===== config.mk =====
export PLATFORM = sky130hd
export DESIGN_NAME = bsg_ctrl
export DESIGN_NICKNAME = d
export VERILOG_FILES = /design/src/rtl/bsg_pkg.sv /design/src/rtl/bsg_ctrl.sv
export SDC_FILE = /design/constraint.sdc
export NUM_CORES = 1
export LEC_CHECK = 0
export BUFFER_PORTS_ARGS = -buffer_cell sky130_fd_sc_hd__buf_2
export CAP_MARGIN = 10
export CORE_AREA = 8 8 45 47
export DETAILED_ROUTE_END_ITERATION = 16
export DIE_AREA = 0 0 53 55
export HOLD_SLACK_MARGIN = 0.08
export PLACE_DENSITY_LB_ADDON = 0.25
export SYNTH_ARGS = -nofsm -noshare
export SYNTH_HDL_FRONTEND = slang
export SYNTH_SLANG_ARGS = --single-unit

===== constraint.sdc =====
create_clock -name clk -period 2.6 [get_ports clk]
set_input_delay 0.39 -clock clk [delete_from_list [all_inputs] [get_ports clk]]
set_output_delay 0.39 -clock clk [all_outputs]
set_load 0.05 [all_outputs]

===== src/rtl/bsg_pkg.sv =====
package bsg_pkg;

  localparam int BLOCK_DEPTH = 2048;
  localparam int SAMPLE_BITS = 16;

  localparam int IDX_W      = $clog2(BLOCK_DEPTH);
  localparam int ADDR_W     = IDX_W + 1;
  localparam int RAM_DEPTH  = 2 * BLOCK_DEPTH;
  localparam int WORD_W     = 2 * SAMPLE_BITS;
  localparam int SQ_W       = 2 * SAMPLE_BITS;
  localparam int PWR_W      = 2 * SAMPLE_BITS + IDX_W;
  localparam int THR_W      = 42;
  localparam int LEN_W      = 12;
  localparam int RECIP_W    = 25;
  localparam int GAIN_FRAC  = 24;
  localparam int GAIN_W     = GAIN_FRAC + 1;
  localparam int GPROD_W    = IDX_W + RECIP_W;
  localparam int PROD_W     = SAMPLE_BITS + GAIN_W + 1;
  localparam int CFG_IDX_W  = 3;
  localparam int CFG_DATA_W = 42;

  // compare widths wide enough for index + 1, lengths and depth
  localparam int CMP_W  = ((IDX_W + 1 > LEN_W) ? IDX_W + 1 : LEN_W) + 1;
  localparam int PCMP_W = (PWR_W > THR_W) ? PWR_W : THR_W;

  localparam logic [GAIN_W-1:0] GAIN_ONE = {1'b1, {GAIN_FRAC{1'b0}}};

  localparam logic [THR_W-1:0]   THRESHOLD_RESET  = THR_W'(1073742);
  localparam logic [LEN_W-1:0]   BLOCK_LEN_RESET  = LEN_W'(2048);
  localparam logic [LEN_W-1:0]   RAMP_LEN_RESET   = LEN_W'(1896);
  localparam logic [RECIP_W-1:0] RAMP_RECIP_RESET = RECIP_W'(8849);

  typedef enum logic [CFG_IDX_W-1:0] {
    CFG_GATE_ENABLE,
    CFG_THRESHOLD_POWER,
    CFG_BLOCK_LEN,
    CFG_RAMP_LEN,
    CFG_RAMP_RECIP
  } cfg_reg_t;

  typedef enum logic [1:0] {
    MODE_PASS,
    MODE_FADE_OUT,
    MODE_ZERO,
    MODE_FADE_IN
  } mode_t;

  typedef enum logic [1:0] {
    ST_IDLE,
    ST_READ,
    ST_UPDATE
  } state_t;

  typedef struct packed {
    logic               gate_enable;
    logic [THR_W-1:0]   threshold_power;
    logic [LEN_W-1:0]   block_len;
    logic [LEN_W-1:0]   ramp_len;
    logic [RECIP_W-1:0] ramp_recip;
  } cfg_t;

  typedef struct packed {
    logic accept;
    logic compute;
    logic update;
  } cmd_t;

  typedef struct packed {
    logic primed;
  } stat_t;

endpackage


===== src/rtl/bsg_ctrl.sv =====
module bsg_ctrl (
  input  logic           clk,
  input  logic           rst_n,
  input  logic           in_valid,
  output logic           in_stall,
  output logic           out_valid,
  input  logic           out_stall,
  input  bsg_pkg::stat_t stat,
  output bsg_pkg::cmd_t  cmd
);

  bsg_pkg::state_t state_r, state_nxt;
  logic            out_valid_r, out_valid_nxt;
  logic            out_free;

  // output register can take a word this cycle
  assign out_free = !out_valid_r || !out_stall;

  always_comb begin
    state_nxt = state_r;
    case (state_r)
      bsg_pkg::ST_IDLE: begin
        if (in_valid) begin
          state_nxt = bsg_pkg::ST_READ;
        end
      end
      bsg_pkg::ST_READ: begin
        state_nxt = bsg_pkg::ST_UPDATE;
      end
      bsg_pkg::ST_UPDATE: begin
        if (out_free) begin
          state_nxt = bsg_pkg::ST_IDLE;
        end
      end
      default: begin
        state_nxt = bsg_pkg::ST_IDLE;
      end
    endcase
  end

  always_comb begin
    in_stall    = 1'b1;
    cmd.accept  = 1'b0;
    cmd.compute = 1'b0;
    cmd.update  = 1'b0;
    case (state_r)
      bsg_pkg::ST_IDLE: begin
        in_stall   = 1'b0;
        cmd.accept = in_valid;
      end
      bsg_pkg::ST_READ: begin
        cmd.compute = 1'b1;
      end
      bsg_pkg::ST_UPDATE: begin
        cmd.update = out_free;
      end
      default: begin
        in_stall = 1'b1;
      end
    endcase
  end

  always_comb begin
    out_valid_nxt = out_valid_r;
    if (cmd.update && stat.primed) begin
      out_valid_nxt = 1'b1;
    end else if (out_valid_r && !out_stall) begin
      out_valid_nxt = 1'b0;
    end
  end

  always_ff @(posedge clk) begin
    if (!rst_n) begin
      state_r     <= bsg_pkg::ST_IDLE;
      out_valid_r <= 1'b0;
    end else begin
      state_r     <= state_nxt;
      out_valid_r <= out_valid_nxt;
    end
  end

  assign out_valid = out_valid_r;

`ifndef SYNTHESIS
  a_accept_then_read: assert property (@(posedge clk) disable iff (!rst_n)
    (in_valid && !in_stall) |=> (state_r == bsg_pkg::ST_READ))
    else $error("accepted word not followed by memory read");

  a_valid_from_update: assert property (@(posedge clk) disable iff (!rst_n)
    $rose(out_valid_r) |-> ($past(state_r) == bsg_pkg::ST_UPDATE))
    else $error("result raised outside update");

  a_no_overwrite: assert property (@(posedge clk) disable iff (!rst_n)
    cmd.update |-> !(out_valid_r && out_stall))
    else $error("update while stalled result pending");

  a_no_accept_busy: assert property (@(posedge clk) disable iff (!rst_n)
    (state_r != bsg_pkg::ST_IDLE) |-> in_stall)
    else $error("input open while a word is in flight");
`endif

endmodule


== Word level (Yosys, flattened, before mapping) ==
Cells that the tools add are included.

* Register bits: 3
* Word-level logic and storage cells: 23
* Output and inout bits: 5

* Reductions and logical operators: 8
* Mux-type cells: 9
* Eq/ne operators: 4

{| class="wikitable"
|+ Operators with widths
! cell !! number
|-
| $mux W1 || 6
|-
| $pmux W2 S3 || 1
|-
| $mux W2 || 2
|-
| $ne A2 B2 Y1 const B || 2
|-
| $eq A2 B1 Y1 const B || 1
|-
| $eq A2 B2 Y1 const B || 1
|-
| $logic_and A1 B1 Y1 || 2
|-
| $logic_not A1 Y1 || 2
|-
| $logic_not A2 Y1 || 1
|-
| $reduce_and A2 Y1 || 1
|-
| $reduce_bool A2 Y1 || 1
|-
| $logic_or A1 B1 Y1 || 1
|}

== Depth between registers and ports, before layout ==
Gate-level depths: netlist of the first run.

* Depth in word-level cells: 5
* Gate-level depth with buffers: 2
* Gate-level depth less buffers: 2

== Least setup slack after synthesis of the first run ==
No wires, ideal clock.

* Path kind: reg2out
* Start point: register out_valid_r, in the netlist out_valid
* End point: output port cmd[0] (netlist bit)
* Path slack: 1150 ps
* Path buffers: 0
* Data arrival time: 1060 ps
* Cell stages (with the launch flop): 3
* Cell sequence: dfxtp_1 nand2_1 and3b_2

{| class="wikitable"
|+ RTL lines
! item !! line !! source
|-
| start, declared || bsg_ctrl.sv:13 || <nowiki>logic out_valid_r, out_valid_nxt;</nowiki>
|-
| start signal, assigned || bsg_ctrl.sv:78 || <nowiki>out_valid_r <= out_valid_nxt;</nowiki>
|-
| end, declared || bsg_ctrl.sv:9 || <nowiki>output bsg_pkg::cmd_t cmd</nowiki>
|}

==> impl_metrics.tcl, run 1 <==
set metrics [dict create \
    dp_cells 38 \
    antenna_found_initial 0 \
    slew_headroom 0.833 \
    num_vias 136 \
    grt_remaining_overflow 0 \
    hold_end "state_r[0]$_SDFFE_PN0P_" \
    grt_first_pass_wirelength_um 690 \
    worstSetupEndpointType "output port" \
    p_leak_nw 0.115 \
    yosysSeqAreaShare 0.403 \
    required_ps 2210 \
    numCtsBuffers 3 \
    crit_arrival_ps 1100 \
    reg2reg_depth 2 \
    cts_tree "built" \
    cts_resized 0 \
    synth_adder_area_share 0 \
    core_um2 1380 \
    final_cells 42 \
    rrSetupSlack_ps 1720 \
    status "complete, no violations" \
    r2r-end "state_r[1]$_SDFFE_PN0P_" \
    fp.dieArea_um2 2920 \
    gp_congestion 0.663 \
    start_kind "flop" \
    startpoint "state_r[0]$_SDFFE_PN0P_" \
    start_util 0.108 \
    port_buffers 9 \
    worst_clock_skew_ps 0.341 \
    drt_iter0_markers 1 \
    synth_top_family_by_area "simple AND/OR/NAND/NOR gates" \
    layout_min_cycle_time_ps 1490 \
    power.density_nw_per_um2 708 \
    rows 14 \
    die_x_um 53 \
    peakVddDrop_uv 161 \
    hp-class "in -> reg" \
    synth_top_area_share 0.403 \
    die_h_um 55 \
    setup_viol 0 \
    synth_area_per_cell_um2 10.6 \
    drcViolationCount 0 \
    path_class "reg -> out" \
    clkSinkCount 3 \
    hp-start "rst_n" \
    synthCells 14 \
    fin_ws_ps 1110 \
    path_clk_slew_ps 40 \
    routed_via_density 3.24 \
    fmax_mhz 669 \
    synthMuxAreaShare 0 \
    synth_compound_area_frac 0.101 \
    htreeDepth 1 \
    netlist_area_um2 149 \
    setup-tns-final_ps 0 \
    wl_um 412 \
    synthToLayoutAreaGrowth_pct 56.3 \
    synth-simple-area-share 0.445 \
    critPathMaxFanout 6 \
    drive_above_1_share 0.615 \
    yosysWarnings 0 \
    syn_nets 19 \
    grt_pass1_vias 143 \
    worst_slew_pin_slew_ps 253 \
    maxCapViolations 0 \
    hold_path_depth 2 \
    clockRootBuffer "clkbuf_4" \
    boundaryPins 10 \
    regToRegStartpoint "state_r[0]$_SDFFE_PN0P_" \
    rsz0062_at_grt "no" \
    place_ws_ps 1210 \
    cts_buffer_depth 2 \
    grt_max_degree 7 \
    diodes 0 \
    groute.usage.overall 0.0404 \
    synth_cell_type_count 12 \
    cts_setup_buffers 0 \
    ant_nets 0 \
    n_fill_cell 165 \
    ys_ff_latch 3 \
    ctsHoldBuffers 0 \
    clk_latency_ps 230 \
    hold_viol 0 \
    layout.nets 32 \
    fin_crit_sh 0.574 \
    slew_violations 0 \
    synth_top_area_cell "dfxtp_1" \
    synth-xor-area-share 0 \
    yosys-top-cells-area "dfxtp_1 40%, nor3b_2 8.4%, and2b_4 6.7%" \
    totalPowerFinal_uw 165 \
    dr.pass1.iters 2 \
    routedWlPerCell_um 9.81 \
]
-- flip-flops by register name (all words and copies together) (netlist names) --
| signal | flops |
|---|---|
| out_valid | 1 |
| state_r | 2 |
-- metal layers --
| metal | vias up | wire, um | global-route usage |
|---|---|---|---|
| li1 | 73 | - | - |
| met1 | 53 | 193 | 0.0379 |
| met2 | 10 | 113 | 0.0273 |
| met3 | 0 | 105 | 0.0615 |
| met4 | 0 | 0 | 0.0517 |
| met5 | - | 0 | 0 |
-- power by group --
group / internal (mW) / switching (mW)
clock network: 0.0576 / 0.0250
logic: 0.0106 / 0.0212
registers: 0.0482 / 0.00229
-- worst max path at each step --
stage	endpoint	slack, ps
global placement	cmd[0]	1230
finish	cmd[2]	1110
CTS	cmd[2]	1100
detailed placement	cmd[0]	1210
floorplan	cmd[2]	1150
global route	cmd[2]	1030
-- critical path, stage by stage (launching register included) --
cell and delay (ps):
dfxtp_1 340, nor3b_2 230, buf_2 300
-- layout by cell type, fill, tap and decap left out --
cell type	instances
a21boi_0	1
and4b_1	1
nand3b_1	1
buf_2	9
dfxtp_1	3
clkbuf_4	3
and2b_4	1
o21a_1	1
nand2_1	1
and3b_2	1
and2_1	1
clkbuf_1	1
nor3b_2	1
or2_2	1
-- cells by family (layout without fill, tap and decap cells) --
| logic type | count (synthesis) | in the layout |
|---|---|---|
| AO/OA/AOI/OAI | 2 | 2 |
| buffers and inverters | 1 | 13 |
| flip-flops | 3 | 3 |
| AND/OR/NAND/NOR | 8 | 8 |
-- cell usage after synthesis --
cell      count
nand3b_1      1
and2_1        1
o21a_1        1
nand2_1       1
or2_2         1
and4b_1       1
and2b_4       1
and3b_2       1
nor3b_2       1
dfxtp_1       3
buf_4         1
a21boi_0      1
-- layout make-up --
class                           instances  area, um2  share of cell area
Multi-Input combinational cell         10       81.3               0.349
Sequential cell                         3       60.1               0.258
Timing Repair Buffer                    9       45.0               0.194
Clock buffer                            4       26.3               0.113
Tap cell                               16       20.0              0.0860
-- stage by stage --
stage                util  hold slack [ps]  instance area, um2
floorplan               -              507                 149
global placement    0.149              489                 206
detailed placement  0.149              504                 206
CTS                 0.168              389                 233
global route        0.168              405                 233
finish              0.168              399                 233
No activity file was read; power rests on OpenSTA's default activity.
==> run 2: changes to the inputs <==
- clock period: 2.6 -> 1.6 ns (I/O delays scaled with it)
==> run 2 against run 1 <==
Power rose by 62%. Sequential cell count did not move. Via count rose by 6.6%. Global-route usage fell by 0.43 points. First-iteration DRC count fell by 100%. Core utilization did not move. Register-to-register slack got worse by 990 ps. Count of clock-buffer cells in the layout did not move. Non-clock buffer count did not move. Sequential power rose by 62%. Die area did not move.
==> impl_metrics.tcl, run 2 (synthesis gave the netlist of run 1 again) <==
set metrics [dict create \
    regToRegStartpoint "state_r[1]$_SDFFE_PN0P_" \
    path_class "reg -> out" \
    startpoint "state_r[1]$_SDFFE_PN0P_" \
    grt_max_degree 7 \
    routedWlPerCell_um 9.69 \
    fin_crit_sh 0.823 \
    path_buf_inv 1 \
    grt_pass1_vias 156 \
    hp-start "rst_n" \
    grt_first_pass_wirelength_um 648 \
    seq_power_share 0.308 \
    core_um2 1380 \
    sw_frac_of_total 0.290 \
    dr.pass1.iters 1 \
    worst_clock_skew_ps 0.0274 \
    critical_path.cell_chain "and2b_4, buf_2" \
    p_leak_nw 0.115 \
    mostFrequentLayoutCells "9 x buf_2, 3 x clkbuf_4, 3 x dfxtp_1" \
    use_met2 0.0352 \
    critPathMaxFanout 6 \
    grtUsageMet1 0.0274 \
    setup-tns-final_ps 0 \
    dp_hpwl_um 344 \
    wl_um 407 \
    clockRootBuffer "clkbuf_4" \
    clk_latency_ps 230 \
    crit_arrival_ps 1080 \
    power.density_nw_per_um2 1140 \
    largest_reg_flops 2 \
    crit_end "cmd[1]" \
    r2r-end "state_r[1]$_SDFFE_PN0P_" \
    required_ps 1360 \
    clkSinkCount 3 \
    status "complete, no violations" \
    grt_remaining_overflow 0 \
    grt_busiest_layer "met4" \
    boundaryPins 10 \
    die_h_um 55 \
    gp_congestion 0.633 \
    groute.usage.overall 0.0361 \
    cts_resized 0 \
    cp_top_family "flip-flops" \
    ctsHoldBuffers 0 \
    maxCapViolations 0 \
    fmax_mhz 759 \
    antenna_found_initial 0 \
    switchingPower_uw 77.2 \
    num_vias 145 \
    drt_iter0_markers 0 \
    path_clk_slew_ps 40 \
    worstSetupEndpointType "output port" \
    start_util 0.108 \
    worst_slew_pin_slew_ps 256 \
    drive_above_1_share 0.615 \
    cts_tree "built" \
    top_register "state_r" \
    rsz0062_at_grt "no" \
    die_x_um 53 \
    rows 14 \
    peakVddDrop_uv 248 \
    reg2reg_depth 2 \
    diodes 0 \
    crit_slowest_cell "dfxtp_1" \
    pwr-share-clk 0.498 \
    fp.dieArea_um2 2920 \
    htreeDepth 1 \
    fin_hold_ws_ps 241 \
    final_common_cell "buf_2" \
    synthToLayoutAreaGrowth_pct 56.3 \
    start_kind "flop" \
    port_buffers 9 \
    hold_viol 0 \
    slew_headroom 0.831 \
    use_met3 0.0481 \
    comb_power_share 0.194 \
    path_depth 2 \
    routed_via_density 3.45 \
    layout_min_cycle_time_ps 1320 \
    crit_path_max_incr_delay_ps 330 \
    numCtsBuffers 3 \
    rrSetupSlack_ps 730 \
    ant_nets 0 \
    n_fill_cell 155 \
    slew_violations 0 \
    cts_setup_buffers 0 \
    layout.nets 32 \
    cts_buffer_depth 2 \
    internal-power_uw 189 \
    hp-class "in -> reg" \
    setup_viol 0 \
    drcViolationCount 0 \
]
## run 2: worst min path at each step
stage                     cells after the start  slack [ps]                 endpoint
final                                         2         240  state_r[1]$_SDFFE_PN0P_
after global routing                          2         250  state_r[1]$_SDFFE_PN0P_
after CTS                                     2         240  state_r[1]$_SDFFE_PN0P_
after detailed placement                      2         480  state_r[1]$_SDFFE_PN0P_
after global placement                        2         480  state_r[1]$_SDFFE_PN0P_
after floorplan                               1         360  state_r[1]$_SDFFE_PN0P_
## run 2: area by class of cell
type,count,area (um2),share of cell area
Multi-Input combinational cell,10,81.3,0.349
Sequential cell,3,60.1,0.258
Tap cell,16,20.0,0.0860
Clock buffer,4,26.3,0.113
Timing Repair Buffer,9,45.0,0.194
## run 2: routing by layer
layer,vias up,part of all wire
li1,72,-
met1,59,0.40
met2,12,0.26
met3,2,0.30
met4,0,0.037
met5,-,0
## run 2: stage by stage
step | total power, mW | cell area, um2 | utilization | cells | worst slack (ps)
final | 0.266 | 233 | 0.168 | 42 | 283
after global routing | 0.283 | 233 | 0.168 | 42 | 203
after CTS | 0.274 | 233 | 0.168 | 42 | 265
after detailed placement | 0.136 | 206 | 0.149 | 38 | 519
after global placement | 0.135 | 206 | 0.149 | 38 | 515
after floorplan | 0.123 | 149 | - | 14 | 300
## run 2: power by group through the flow
| stage | registers (mW) | logic, mW | clock network (mW) |
|---|---|---|---|
| after detailed placement | 0.0830 | 0.0525 | 0 |
| final | 0.0819 | 0.0517 | 0.133 |
| after floorplan | 0.0841 | 0.0391 | 0 |
| after global placement | 0.0829 | 0.0525 | 0 |
| after CTS | 0.0819 | 0.0526 | 0.140 |
| after global routing | 0.0823 | 0.0553 | 0.145 |
## run 2: worst reg2reg max path, cell delays in order (launching register included)
cell	delay [ps]
dfxtp_1	380
and2b_4	210
o21a_1	170
